<file path="config.mk">
export PLATFORM = sky130hd
export DESIGN_NAME = c3s_scan
export DESIGN_NICKNAME = d
export VERILOG_FILES = /design/src/rtl/c3s_pkg.sv /design/src/rtl/c3s_scan.sv
export SDC_FILE = /design/constraint.sdc
export NUM_CORES = 1
export LEC_CHECK = 0
export ABC_AREA = 1
export BUFFER_PORTS_ARGS = -buffer_cell sky130_fd_sc_hd__buf_2
export CAP_MARGIN = 5
export CORE_UTILIZATION = 55
export CTS_BUF_LIST = sky130_fd_sc_hd__clkbuf_2
export DETAILED_ROUTE_END_ITERATION = 8
export HOLD_SLACK_MARGIN = 0.06
export PLACE_DENSITY = 0.89
export RECOVER_POWER = 100
export SYNTH_ARGS = -nofsm -noshare
export SYNTH_HDL_FRONTEND = slang
export SYNTH_SLANG_ARGS = --single-unit
</file>
<file path="constraint.sdc">
create_clock -name clock -period 2.95 [get_ports clock]
set_input_delay 0 -clock clock [delete_from_list [all_inputs] [get_ports clock]]
set_output_delay 0 -clock clock [all_outputs]
set_load 0.02 [all_outputs]
</file>
<file path="src/rtl/c3s_pkg.sv">
// Package: constants, register codes and shared types of the 3x3 convolution block.
`default_nettype none

package c3s_pkg;

   localparam int MAX_WIDTH  = 1024;
   localparam int ADDR_W     = $clog2(MAX_WIDTH);
   localparam int PIX_W      = 8;
   localparam int COEF_W     = 8;
   localparam int TAPS       = 9;
   localparam int RESP_W     = 20;
   localparam int ROW_W      = 12;
   localparam int COL_W      = 10;
   localparam int WIDTH_W    = 11;
   localparam int HEIGHT_W   = 12;
   localparam int CSR_IDX_W  = 3;
   localparam int CSR_DATA_W = 24;
   localparam int RSP_DATA_W = 48;

   localparam logic [CSR_DATA_W-1:0] COEF_TOP_RST = 24'h0100FF;
   localparam logic [CSR_DATA_W-1:0] COEF_MID_RST = 24'h0200FE;
   localparam logic [CSR_DATA_W-1:0] COEF_BOT_RST = 24'h0100FF;
   localparam logic [WIDTH_W-1:0]    WIDTH_RST    = 11'd640;
   localparam logic [HEIGHT_W-1:0]   HEIGHT_RST   = 12'd480;

   typedef enum logic [CSR_IDX_W-1:0] {
      CSR_COEF_TOP = 3'd0,
      CSR_COEF_MID = 3'd1,
      CSR_COEF_BOT = 3'd2,
      CSR_WIDTH    = 3'd3,
      CSR_HEIGHT   = 3'd4
   } csr_idx_type;

   // position of the current item and what it yields
   typedef struct packed {
      logic             has_result;
      logic             frame_last;
      logic [ROW_W-1:0] row;
      logic [COL_W-1:0] col;
   } pos_type;

   // one line buffer entry: the two rows above the incoming pixel
   typedef struct packed {
      logic [PIX_W-1:0] newer;
      logic [PIX_W-1:0] older;
   } line_type;

endpackage

`default_nettype wire

</file>
<file path="src/rtl/c3s_scan.sv">
// Raster scan counters: column/row position, border and end-of-frame detection.
`default_nettype none

module c3s_scan (
   input  wire                           clock,
   input  wire                           reset,
   input  wire                           step,
   input  wire  [c3s_pkg::WIDTH_W-1:0]   image_width,
   input  wire  [c3s_pkg::HEIGHT_W-1:0]  image_height,
   output logic [c3s_pkg::ADDR_W-1:0]    col_addr,
   output c3s_pkg::pos_type              pos
);

   logic [c3s_pkg::COL_W-1:0]    col_ff, col_in;
   logic [c3s_pkg::ROW_W-1:0]    row_ff, row_in;
   logic [c3s_pkg::WIDTH_W-1:0]  width_eff, width_m1;
   logic [c3s_pkg::HEIGHT_W-1:0] height_eff, height_m1;
   logic                         row_end, frame_end;

   // width saturates to 3..MAX_WIDTH, height to at least 3
   always_comb begin
      if (image_width < c3s_pkg::WIDTH_W'(3)) begin
         width_eff = c3s_pkg::WIDTH_W'(3);
      end else if (image_width > c3s_pkg::WIDTH_W'(c3s_pkg::MAX_WIDTH)) begin
         width_eff = c3s_pkg::WIDTH_W'(c3s_pkg::MAX_WIDTH);
      end else begin
         width_eff = image_width;
      end
      if (image_height < c3s_pkg::HEIGHT_W'(3)) begin
         height_eff = c3s_pkg::HEIGHT_W'(3);
      end else begin
         height_eff = image_height;
      end
   end

   assign width_m1  = width_eff - c3s_pkg::WIDTH_W'(1);
   assign height_m1 = height_eff - c3s_pkg::HEIGHT_W'(1);

   // >= so that a size change between frames still ends the row/frame
   assign row_end   = c3s_pkg::WIDTH_W'(col_ff) >= width_m1;
   assign frame_end = row_end && (row_ff >= height_m1);

   always_comb begin
      if (row_end) begin
         col_in = '0;
         row_in = frame_end ? '0 : row_ff + c3s_pkg::ROW_W'(1);
      end else begin
         col_in = col_ff + c3s_pkg::COL_W'(1);
         row_in = row_ff;
      end
   end

   always_ff @(posedge clock) begin
      if (reset) begin
         col_ff <= '0;
         row_ff <= '0;
      end else if (step) begin
         col_ff <= col_in;
         row_ff <= row_in;
      end
   end

   assign col_addr       = col_ff[c3s_pkg::ADDR_W-1:0];
   assign pos.has_result = (row_ff >= c3s_pkg::ROW_W'(2)) && (col_ff >= c3s_pkg::COL_W'(2));
   assign pos.frame_last = frame_end;
   assign pos.row        = row_ff - c3s_pkg::ROW_W'(1);
   assign pos.col        = col_ff - c3s_pkg::COL_W'(1);

endmodule

`default_nettype wire

</file>
==> impl_metrics.toml <==
[place]
routabilityCongestion = 0.834
dp_hpwl_um = 5190
pre_cts_ws_ps = -52.4
place_area_sq_um = 3080
dp_cells = 550
place.port_buffers = 59

[drt]
vias_per_cell = 5.35
detail_route.wl_per_cell_um = 12.2
vias = 2986
drc = 0
drt_iter0_markers = 238
firstDrtPassIters = 5
antenna_left = 0
routed_wirelength_um = 6820

[layout]
layout-drive-gt1-share = 0.124
area_delta_synth_final_pct = 14.3
layout.area.seq_sq_um = 440
fin_area_sq_um = 3130
n_fill_cell = 449
final_core_util = 0.659
multi_input_area_sq_um = 1990
stdcell_count = 558
nets = 547
diodes = 0

[sta]
report.final.slew_viol_count = 0
tightest_slew_ps = 672
skew_ps = 13.7
relSlewSlack = 0.552
fmax_mhz = 368
rsz0062_at_grt = "no"
finalCritPeriodShare = 0.921
setup_viol = 0
timing.final.ws_setup_ps = 233
period_needed_ps = 2720
hold_violations = 0

[synth]
synth_area_leaders = "dfxtp_1, ha_1, nand2_1"
synth_top_area_share = 0.161
synth_edf_count = 0
syn_avg_cell_area_sq_um = 6.33
synth.distinct_cells = 41
ys_seq_elements = 22
synth_async_sr_flop_share = 0
synth_area_sq_um = 2740
yosysWarnings = 0
yosysMostFrequentCell = "nand2_1"
seq_area_frac_synth = 0.161
synth.largest_area_cell = "dfxtp_1"
synthTopCellsByCount = "nand2_1, inv_1, nor2_1, nand3_1, ha_1"
ys.flop_type = "dfxtp_1"
syn-num-nets = 488
synth_cells = 433

[global_routing]
use_met2 = 0.426
grt_usage = 0.261
grt_pass1_wl_um = 11000
overflow = 0
grt_pass1_vias = 2514
busiest_layer = "met2"
antenna_found_initial = 0
gr-usage-met3 = 0.0331
grt_use_met1 = 0.358
grt_max_degree = 24

[outcome]
status = "complete, no violations"

[power_and_ir_drop]
leakage_nw = 1.62
powerDensity_nw_per_um2 = 247
vdd_drop_max_uv = 176
power_w = 0.000773

[critical_path]
required_ps = 2950
cpPeakStageDelay_ps = 290
worstSetupStartpointType = "input port"
crit_slowest_cell = "ha_1"
criticalPathCategory = "in -> out"
endpoint_kind = "primary output"
crit_buf_inv = 4
crit_path_cell_trace = "buf_2 -> nor2_1 -> nand2_1 -> o21bai_4 -> inv_1 -> o21ai_2 -> inv_1 -> ha_1 -> and2_2 -> nand2_1 -> xor2_1 -> ha_1 -> nand2_1 -> nor2_1 -> nand2_1 -> nand2_1 -> nand2_1 -> nand3_1 -> nand2_1 -> nand2_2 -> nand3_2 -> nor2_1 -> clkbuf_2"
path_common_cell = "nand2_1"
crit_arrival_ps = 2720
cp_max_fo = 5
critPathTopFamily = "simple AND/OR/NAND/NOR gates"

[clock_tree]
cts_buffers = 3
clockBufferDepth = 2
cts.reportedPaths.clkPinSlew_ps = 200
clk_latency_ps = 350
tritoncts = "done"
cts-root-buf = "clkbuf_2"
clock-sinks = 22
h-tree-depth = 1

[floorplanning]
core-area_sq_um = 4750
fp-row-count = 25
die_x_um = 72.6
die_area_sq_um = 5270
initial_core_util = 0.577
io_pins = 60
chipHeight_um = 72.6

[worst_hold_path]
hold_class = "in -> reg"

[job]
cap_violations = 0
## worst register-to-register path, stage by stage (launching register included)
cell and delay (ps):
dfxtp_1 520, inv_1 210, ha_1 330, nand2_1 40, nor2_1 100, nand4_1 100
nand3_1 100, nand2_1 70, nand2_2 110, nand2_4 60, nor2_4 280, nand4_1 150
nand2_1 80
## timing repair
item / in CTS / in global routing
setup buffers: 0 / 2
gates resized for setup: 0 / 8
endpoints found under the setup margin: 0 / 1
hold endpoints to repair: 11 / 0
hold buffers: 2 / 0
## report_power, final
part	leakage, nW	switching [W]	internal (W)
clock	0.0266	0.0000976	0.000117
combinational	1.42	0.000164	0.0000876
sequential	0.178	0.00000623	0.000301
total	1.62	0.000267	0.000505
## per-layer routing
| metal | vias up | share of wire |
|---|---|---|
| met2 | 91 | 0.49 |
| met1 | 1364 | 0.44 |
| li1 | 1523 | - |
| met5 | - | 0 |
| met4 | 0 | 0.010 |
| met3 | 8 | 0.055 |
## layout by cell type (no fill, tap or decap), types with 2 or more instances in the layout
cell,count
nand2_2,3
inv_2,3
nand3_2,3
ha_1,29
nor2_1,53
buf_2,25
buf_4,4
clkbuf_2,4
clkbuf_1,33
nor2_4,2
and3_1,2
nand3_1,36
nor3_2,4
o21a_1,3
dfxtp_1,22
a21oi_1,14
dlygate4sd3_1,2
nor3_1,12
xnor2_1,5
o31ai_1,3
nor2_2,2
inv_1,63
nand2_1,91
o21ai_0,10
and2_1,3
xor2_1,23
nand4_1,20
## logic make-up after synthesis
logic type,after synthesis,synth area share
simple gates,237,0.410
flops,22,0.161
compound gates,38,0.0867
buf+inv,79,0.121
fa+ha+maj,29,0.132
xor+xnor,28,0.0895
## cell type report
type	count	area share
multi-input combinational	332	0.634
sequential	22	0.141
timing repair buffer	66	0.103
inverter	67	0.0814
tap	67	0.0267
clock inverter	1	0.00958
clock buffer	3	0.00479
## worst paths after layout
check / from / end / slack [ps] / depth (start not counted)
setup / recovery: image_width[4] / pos[22] / 230 / 23
hold / removal: image_width[10] / col_addr[1]$_SDFFE_PP0P_ / 120 / 5
setup reg to reg: col_addr[0]$_SDFFE_PP0P_ / row_ff[3]$_SDFFE_PP0P_ / 770 / 12
hold reg to reg: row_ff[0]$_SDFFE_PP0P_ / row_ff[0]$_SDFFE_PP0P_ / 530 / 2
## registers in the layout, summed over array words and instances (netlist names)
signal and cells:
col_addr 10, row_ff 12
## per-stage QoR
step | hold slack (ps) | TNS, ps
final | 118 | 0
after global routing | 109 | 0
after detailed placement | 343 | -626
after floorplan | 295 | 0
after global placement | 337 | 0
after CTS | 142 | 0
Note: power is estimated with default switching activity, not from simulation.
