==> config.mk <==
export PLATFORM = sky130hd
export DESIGN_NAME = c3s_mac
export DESIGN_NICKNAME = d
export VERILOG_FILES = /design/src/rtl/c3s_pkg.sv /design/src/rtl/c3s_mac.sv
export SDC_FILE = /design/constraint.sdc
export NUM_CORES = 1
export LEC_CHECK = 0
export ABC_AREA = 1
export BUFFER_PORTS_ARGS = -buffer_cell sky130_fd_sc_hd__buf_4
export CORE_MARGIN = 4
export CORE_UTILIZATION = 59
export CTS_CLUSTER_SIZE = 20
export DETAILED_ROUTE_END_ITERATION = 6
export GPL_TIMING_DRIVEN = 0
export PLACE_DENSITY = 0.89
export SETUP_SLACK_MARGIN = 0.5
export SLEW_MARGIN = 20
export SYNTH_ARGS = -nofsm -noshare
export SYNTH_HDL_FRONTEND = slang
export SYNTH_SLANG_ARGS = --single-unit
==> constraint.sdc <==
create_clock -name clock -period 8.45 [get_ports clock]
set_clock_uncertainty 0.15 [all_clocks]
set_input_delay 1.2675 -clock clock [delete_from_list [all_inputs] [get_ports clock]]
set_output_delay 1.2675 -clock clock [all_outputs]
set_load 0.005 [all_outputs]
==> src/rtl/c3s_pkg.sv <==
// Package: constants, register codes and shared types of the 3x3 convolution block.
`default_nettype none

package c3s_pkg;

   localparam int MAX_WIDTH  = 1024;
   localparam int ADDR_W     = $clog2(MAX_WIDTH);
   localparam int PIX_W      = 8;
   localparam int COEF_W     = 8;
   localparam int TAPS       = 9;
   localparam int RESP_W     = 20;
   localparam int ROW_W      = 12;
   localparam int COL_W      = 10;
   localparam int WIDTH_W    = 11;
   localparam int HEIGHT_W   = 12;
   localparam int CSR_IDX_W  = 3;
   localparam int CSR_DATA_W = 24;
   localparam int RSP_DATA_W = 48;

   localparam logic [CSR_DATA_W-1:0] COEF_TOP_RST = 24'h0100FF;
   localparam logic [CSR_DATA_W-1:0] COEF_MID_RST = 24'h0200FE;
   localparam logic [CSR_DATA_W-1:0] COEF_BOT_RST = 24'h0100FF;
   localparam logic [WIDTH_W-1:0]    WIDTH_RST    = 11'd640;
   localparam logic [HEIGHT_W-1:0]   HEIGHT_RST   = 12'd480;

   typedef enum logic [CSR_IDX_W-1:0] {
      CSR_COEF_TOP = 3'd0,
      CSR_COEF_MID = 3'd1,
      CSR_COEF_BOT = 3'd2,
      CSR_WIDTH    = 3'd3,
      CSR_HEIGHT   = 3'd4
   } csr_idx_type;

   // position of the current item and what it yields
   typedef struct packed {
      logic             has_result;
      logic             frame_last;
      logic [ROW_W-1:0] row;
      logic [COL_W-1:0] col;
   } pos_type;

   // one line buffer entry: the two rows above the incoming pixel
   typedef struct packed {
      logic [PIX_W-1:0] newer;
      logic [PIX_W-1:0] older;
   } line_type;

endpackage

`default_nettype wire

==> src/rtl/c3s_mac.sv <==
// 3x3 window register and the weighted sum of its nine pixels.
`default_nettype none

module c3s_mac (
   input  wire                                      clock,
   input  wire                                      reset,
   input  wire                                      shift_en,
   input  wire  [c3s_pkg::PIX_W-1:0]                pix_top,
   input  wire  [c3s_pkg::PIX_W-1:0]                pix_mid,
   input  wire  [c3s_pkg::PIX_W-1:0]                pix_bot,
   input  wire  [c3s_pkg::TAPS*c3s_pkg::COEF_W-1:0] coefs,
   output logic signed [c3s_pkg::RESP_W-1:0]        sum
);

   localparam int PROD_W = c3s_pkg::COEF_W + c3s_pkg::PIX_W + 1;

   // index 3*row + column, column 2 newest
   logic [c3s_pkg::PIX_W-1:0]         win_ff [c3s_pkg::TAPS];
   logic signed [PROD_W-1:0]          prod   [c3s_pkg::TAPS];
   logic signed [c3s_pkg::RESP_W-1:0] term   [c3s_pkg::TAPS];

   always_ff @(posedge clock) begin
      if (reset) begin
         for (int i = 0; i < c3s_pkg::TAPS; i++) begin
            win_ff[i] <= '0;
         end
      end else if (shift_en) begin
         for (int r = 0; r < 3; r++) begin
            win_ff[3*r]   <= win_ff[3*r+1];
            win_ff[3*r+1] <= win_ff[3*r+2];
         end
         win_ff[2] <= pix_top;
         win_ff[5] <= pix_mid;
         win_ff[8] <= pix_bot;
      end
   end

   always_comb begin
      for (int i = 0; i < c3s_pkg::TAPS; i++) begin
         prod[i] = $signed(coefs[c3s_pkg::COEF_W*i +: c3s_pkg::COEF_W])
                 * $signed({1'b0, win_ff[i]});
         term[i] = c3s_pkg::RESP_W'(prod[i]);
      end
   end

   assign sum = ((term[0] + term[1]) + (term[2] + term[3]))
              + ((term[4] + term[5]) + (term[6] + term[7])) + term[8];

endmodule

`default_nettype wire

==> impl_metrics.ini, run 1 <==
[detailed_routing]
vias = 20400
drc = 44
firstDrtPassIters = 7
drt-wirelength-per-cell_um = 20.1
drtIter0Drc = 2383
ant_nets = 0
via_per_inst = 5.48
wirelength_um = 74700

[clocking]
cts_tree = done
htreeDepth = 3
clkTransAtPathRegs_ns = 0.06
clk_latency_ns = 0.38
numCtsBuffers = 9
cts_max_path_buffers = 2
clock_sinks = 72
root_buffer = clkbuf_16

[cells_and_area]
final_util_pct = 67.7
fill_cells = 2799
largest_reg_flops = 72
multi_input_area_um2 = 19000
regMostFlops = win_ff
final_nets = 4133
drive_gt1_share_pct = 11.7
syn_to_final_growth_pct = 12.7
final_cells = 3719
reg.largest.list = win_ff x72
seq_area_um2 = 2160

[sta]
min_period_ns = 9.81
max_freq_ghz = 0.102
finalSetupViolCount = 16
maxSlewViolCount = 0
max-slew-margin-rel_pct = 36.5
worst_slack_ns = -1.36
rsz0062_at_grt = yes
whs_ns = 0.793
min_period_over_period_pct = 116
tightest_slew_ns = 0.952
hold_viol = 0

[logic_synthesis]
syn_nets = 4022
synth_enable_flop_cells = 72
yosysTopAreaCellShare_pct = 44.8
syn_avg_cell_area_um2 = 8.29
synthesis.area_um2 = 25400
yosysMostFrequentCell = inv_1
netlist_instances = 3061
postSynth.asyncResetShare_pct = 0
ys_warn_count = 0
yosysTopAreaCell = fa_1
ys_top_cells_by_count = inv_1 (1161), nand2_1 (601), fa_1 (568), ha_1 (294), nor2_1 (147)
ys_types = 24
synthTopCellsByArea = fa_1 (45%), inv_1 (17%), ha_1 (14%)
ys_ff_latch = 72
yosysSeqAreaShare_pct = 8.52
ys.flop_type = edfxtp_1

[grt]
grt_pass1_wl_um = 114000
track_usage_pct = 31.6
overflow = 0
antenna_found_initial = 3
grt_pass1_vias = 22000
grt_max_degree = 41

[outcome]
failed_checks = design-rule violations, negative setup slack
status = complete, but fails checks

[place]
place_hpwl_um = 57200
portBuffers = 55
dp.cells = 3656
place_congestion = 0.939

[die]
rows = 75
io_pins = 119
die_y_um = 215
start_util_pct = 60.1
die-area_um2 = 46400
die_w_um = 215
core_area_um2 = 42200

[critical_path]
reg2reg_depth = 3
crit_buf_inv = 9
r2r-start = win_ff[8][1]
cp.required_ns = 7.03
path_common_cell = fa_1
crit_fanout = 6
slowest_delay_ns = 0.63
cp.depth = 26
cp_top_family = adder cells
worstReg2RegEnd = win_ff[7][1]
r2r_slack_ns = 6.74
slowest_stage = fa_2
endpoint_kind = primary output
crit_path_end = sum[12]
crit_type = input pin to primary output
crit_path_start = coefs[39]
start_kind = input pin
arrival_ns = 8.40

[hold_path]
hp-start = win_ff[8][7]
hp-class = flop to flop

[flow_run]
drv_cap = 0
==> metrics by stage <==
| step | setup slack (ns) | instance area (um^2) | setup TNS, ns |
|---|---|---|---|
| detailed placement | -1.62 | 27000 | -16.88 |
| CTS | -1.16 | 28200 | -14.56 |
| finish | -1.36 | 28600 | -16.71 |
| global placement | -1.46 | 26900 | -15.40 |
| global route | -1.41 | 28600 | -18.61 |
| floorplan | -0.472 | 25900 | -5.50 |
==> metal layers <==
metal  up-vias  global-route usage (%)  wire length, um  part of all wire [%]
met5         -                       0                0                     0
met4         0                    22.0             7090                   9.5
met3       474                    5.74             7890                    11
met2      1541                    50.2            34300                    46
met1      9816                    39.4            25300                    34
li1       8531                       -                -                     -
==> cells in the final DEF (no fill, tap or decap), types with 2 or more instances in the layout <==
cell,Yosys,layout
inv_1,1161,1116
inv_2,1,38
ha_4,0,15
ha_1,294,276
or2_4,0,3
edfxtp_1,72,72
a21oi_2,2,4
xor2_1,13,12
clkinvlp_4,0,9
nor2_4,0,9
clkbuf_8,0,28
clkbuf_2,0,7
nand2_4,0,15
or2_2,5,2
clkbuf_1,142,79
o21ai_0,7,4
nand3_2,2,5
nor2_1,147,128
a21oi_4,0,5
nand2_1,601,559
buf_4,0,77
clkbuf_4,0,10
clkinv_4,0,2
nand3_1,17,14
nor2_2,1,11
nand2_8,0,2
nand2_2,4,29
clkbuf_16,0,17
ha_2,0,3
a21oi_1,15,8
o21ai_2,0,3
fa_2,0,36
fa_1,568,532
buf_6,0,23
diode_2,0,3
buf_8,0,2
buf_12,0,7
==> cell families after synthesis <==
kind of cell               Yosys count  share of synthesized area [%]
buffers and inverters             1306                           19.3
adders and majority gates          862                           59.3
AOI/OAI and AO/OA                   27                          0.611
xor gates and xnor gates            15                          0.517
DFF                                 72                           8.52
and+or+nand+nor                    779                           11.8
==> worst min-delay path by stage <==
stage                   end  slack [ns]  cells past startpoint
2_1_floorplan  win_ff[0][7]        0.63                      3
3_3_place_gp   win_ff[6][6]        0.75                      3
3_5_place_dp   win_ff[6][6]        0.76                      3
4_1_cts        win_ff[4][0]        0.77                      3
5_1_grt        win_ff[7][7]        0.85                      3
6_report       win_ff[7][7]        0.79                      3
==> timing repair <==
item / CTS / global route
setup endpoints to repair: 17 / 17
pin swaps: 79 / 65
buffers inserted: 35 / 9
hold buffers: 0 / 0
gates resized for setup: 177 / 113
==> cell type report <==
class | count | share of cell area (%)
Antenna cell | 3 | 0.0262
Buffer | 142 | 3.81
Clock buffer | 9 | 0.787
Clock inverter | 7 | 0.280
Inverter | 1164 | 15.4
Multi-Input combinational cell | 1683 | 66.5
Sequential cell | 72 | 7.56
Tap cell | 539 | 2.36
Timing Repair Buffer | 100 | 3.20
==> worst register-to-register path: cells and delay by family, from the launching register on <==
| kind | cells | cell delay, ns |
|---|---|---|
| simple gates | 1 | 0.39 |
| buf+inv | 2 | 0.61 |
| flops | 1 | 0.33 |
Power of run 1 is not shown: default switching activity piles up to over one toggle a cycle in this logic, so the estimate is an artifact.
==> run 2: changes to the inputs <==
--- a/config.mk
+++ b/config.mk
@@ -13,6 +13,7 @@
 export DETAILED_ROUTE_END_ITERATION = 6
 export GPL_TIMING_DRIVEN = 0
 export PLACE_DENSITY = 0.89
+export RECOVER_POWER = 100
 export SETUP_SLACK_MARGIN = 0.5
 export SLEW_MARGIN = 20
 export SYNTH_ARGS = -nofsm -noshare
==> run 2 against run 1 <==
Effect of this change:
- the flow finishes with violations (design-rule violations, max-capacitance violations, max-slew violations, negative setup slack)
- routed wire length shrank 0.19%
- utilization shrank 0.071 points
- sequential cell count is the same
- via count is essentially flat
- sequential share of layout area is essentially flat
- first-iteration DRC count grew 2.6%
- cell area shrank 0.10%
- critical path depth is the same
- setup slack gained 0.014 ns
- final cell count is the same
- register-to-register slack gained 0.04 ns
==> impl_metrics.ini, run 2 (synthesis gave the netlist of run 1 again) <==
[place]
place_congestion = 0.939
portBuffers = 55
dp.cells = 3656
place_hpwl_um = 57200

[cells_and_area]
mostFrequentLayoutCell = inv_1
reg.largest.list = win_ff x72
regMostFlops = win_ff
drive_gt1_share_pct = 11.6
syn_to_final_growth_pct = 12.5
final_cells = 3719
largest_reg_flops = 72
final_nets = 4133
most-common-layout-cells = inv_1 (1116), nand2_1 (559), fa_1 (532)

[detailed_routing]
vias = 20400
firstDrtPassIters = 7
via_per_inst = 5.48
drt-wirelength-per-cell_um = 20.0
wirelength_um = 74500
drc = 17
ant_nets = 0
drtIter0Drc = 2446

[critical_path]
cp.required_ns = 7.03
crit_fanout = 6
crit_type = input pin to primary output
crit_buf_inv = 9
path_common_cell = fa_1
slowest_delay_ns = 0.63
start_kind = input pin
slowest_stage = fa_2
arrival_ns = 8.38
cp_top_family = adder cells
endpoint_kind = primary output

[sta]
worst_slack_ns = -1.35
rsz0062_at_grt = yes
min_period_ns = 9.80
hold_viol = 0
whs_ns = 0.797
maxSlewViolCount = 75
min_period_over_period_pct = 116
max_freq_ghz = 0.102
max-slew-margin-rel_pct = -101
finalSetupViolCount = 16
tightest_slew_ns = 3.02

[clocking]
cts_tree = done
numCtsBuffers = 9
root_buffer = clkbuf_16
clk_latency_ns = 0.37
clkTransAtPathRegs_ns = 0.07
cts_hold_buf = 0
clock_sinks = 72
htreeDepth = 3
cts_max_path_buffers = 2

[grt]
track_usage_pct = 31.6
antenna_found_initial = 3
overflow = 0
grt_max_degree = 41
grt_pass1_vias = 22000
grt_pass1_wl_um = 114000

[die]
core_area_um2 = 42200
start_util_pct = 60.1
die_w_um = 215
rows = 75
die_y_um = 215
die-area_um2 = 46400
io_pins = 119

[flow_run]
drv_cap = 2

[outcome]
status = complete, but fails checks
failed_checks = design-rule violations, max-capacitance violations, max-slew violations, negative setup slack

[hold_path]
hp-class = flop to flop
[run 2: final cells by class]
| cell class | instances | area [um^2] |
|---|---|---|
| fill | 2800 | 13700 |
| tap | 539 | 674 |
| sequential | 72 | 2160 |
| clock buffer | 9 | 225 |
| inverter | 1164 | 4410 |
| antenna | 3 | 7.51 |
| clock inverter | 7 | 80.1 |
| timing repair buffer | 100 | 888 |
| multi-input combinational | 1683 | 19000 |
| buffer | 142 | 1090 |
[run 2: per-stage QoR]
| step | instance area, um^2 | setup WS, ns | util (%) | TNS [ns] |
|---|---|---|---|---|
| 4_1_cts | 28200 | -1.16 | 66.8 | -14.56 |
| 6_report | 28600 | -1.35 | 67.7 | -16.69 |
| 3_3_place_gp | 26900 | -1.46 | 63.8 | -15.40 |
| 3_5_place_dp | 27000 | -1.62 | 63.9 | -16.88 |
| 2_1_floorplan | 25900 | -0.472 | - | -5.50 |
| 5_1_grt | 28600 | -1.41 | 67.7 | -18.61 |
[run 2: routing by layer]
metal  global-route usage (%)  wire length, um  vias to the layer above
li1                         -                -                     8534
met1                     39.4            25100                     9793
met2                     50.2            34200                     1575
met3                     5.74             8050                      478
met4                     22.0             7210                        0
met5                        0                0                        -
[run 2: worst paths after layout]
| path | start | to | slack [ns] | cells after the start |
|---|---|---|---|---|
| hold / removal | win_ff[7][6] | win_ff[6][6] | 0.80 | 3 |
| setup / recovery | coefs[39] | sum[12] | -1.35 | 26 |
| setup reg to reg | win_ff[8][1] | win_ff[7][1] | 6.78 | 3 |
| hold reg to reg | win_ff[7][6] | win_ff[6][6] | 0.80 | 3 |
[run 2: worst reg2reg max path, stage by stage (launching register included)]
cell and delay [ns]:
edfxtp_1 0.33, clkbuf_1 0.45, inv_1 0.13, nor2_1 0.38
[run 2: repair_timing]
action,4_1_cts,5_1_grt
gates cloned,0,0
gates resized for setup,177,113
setup buffers,35,9
endpoints found under the setup margin,17,17
pin swaps,79,65
Power of run 2 is left out for the same reason.
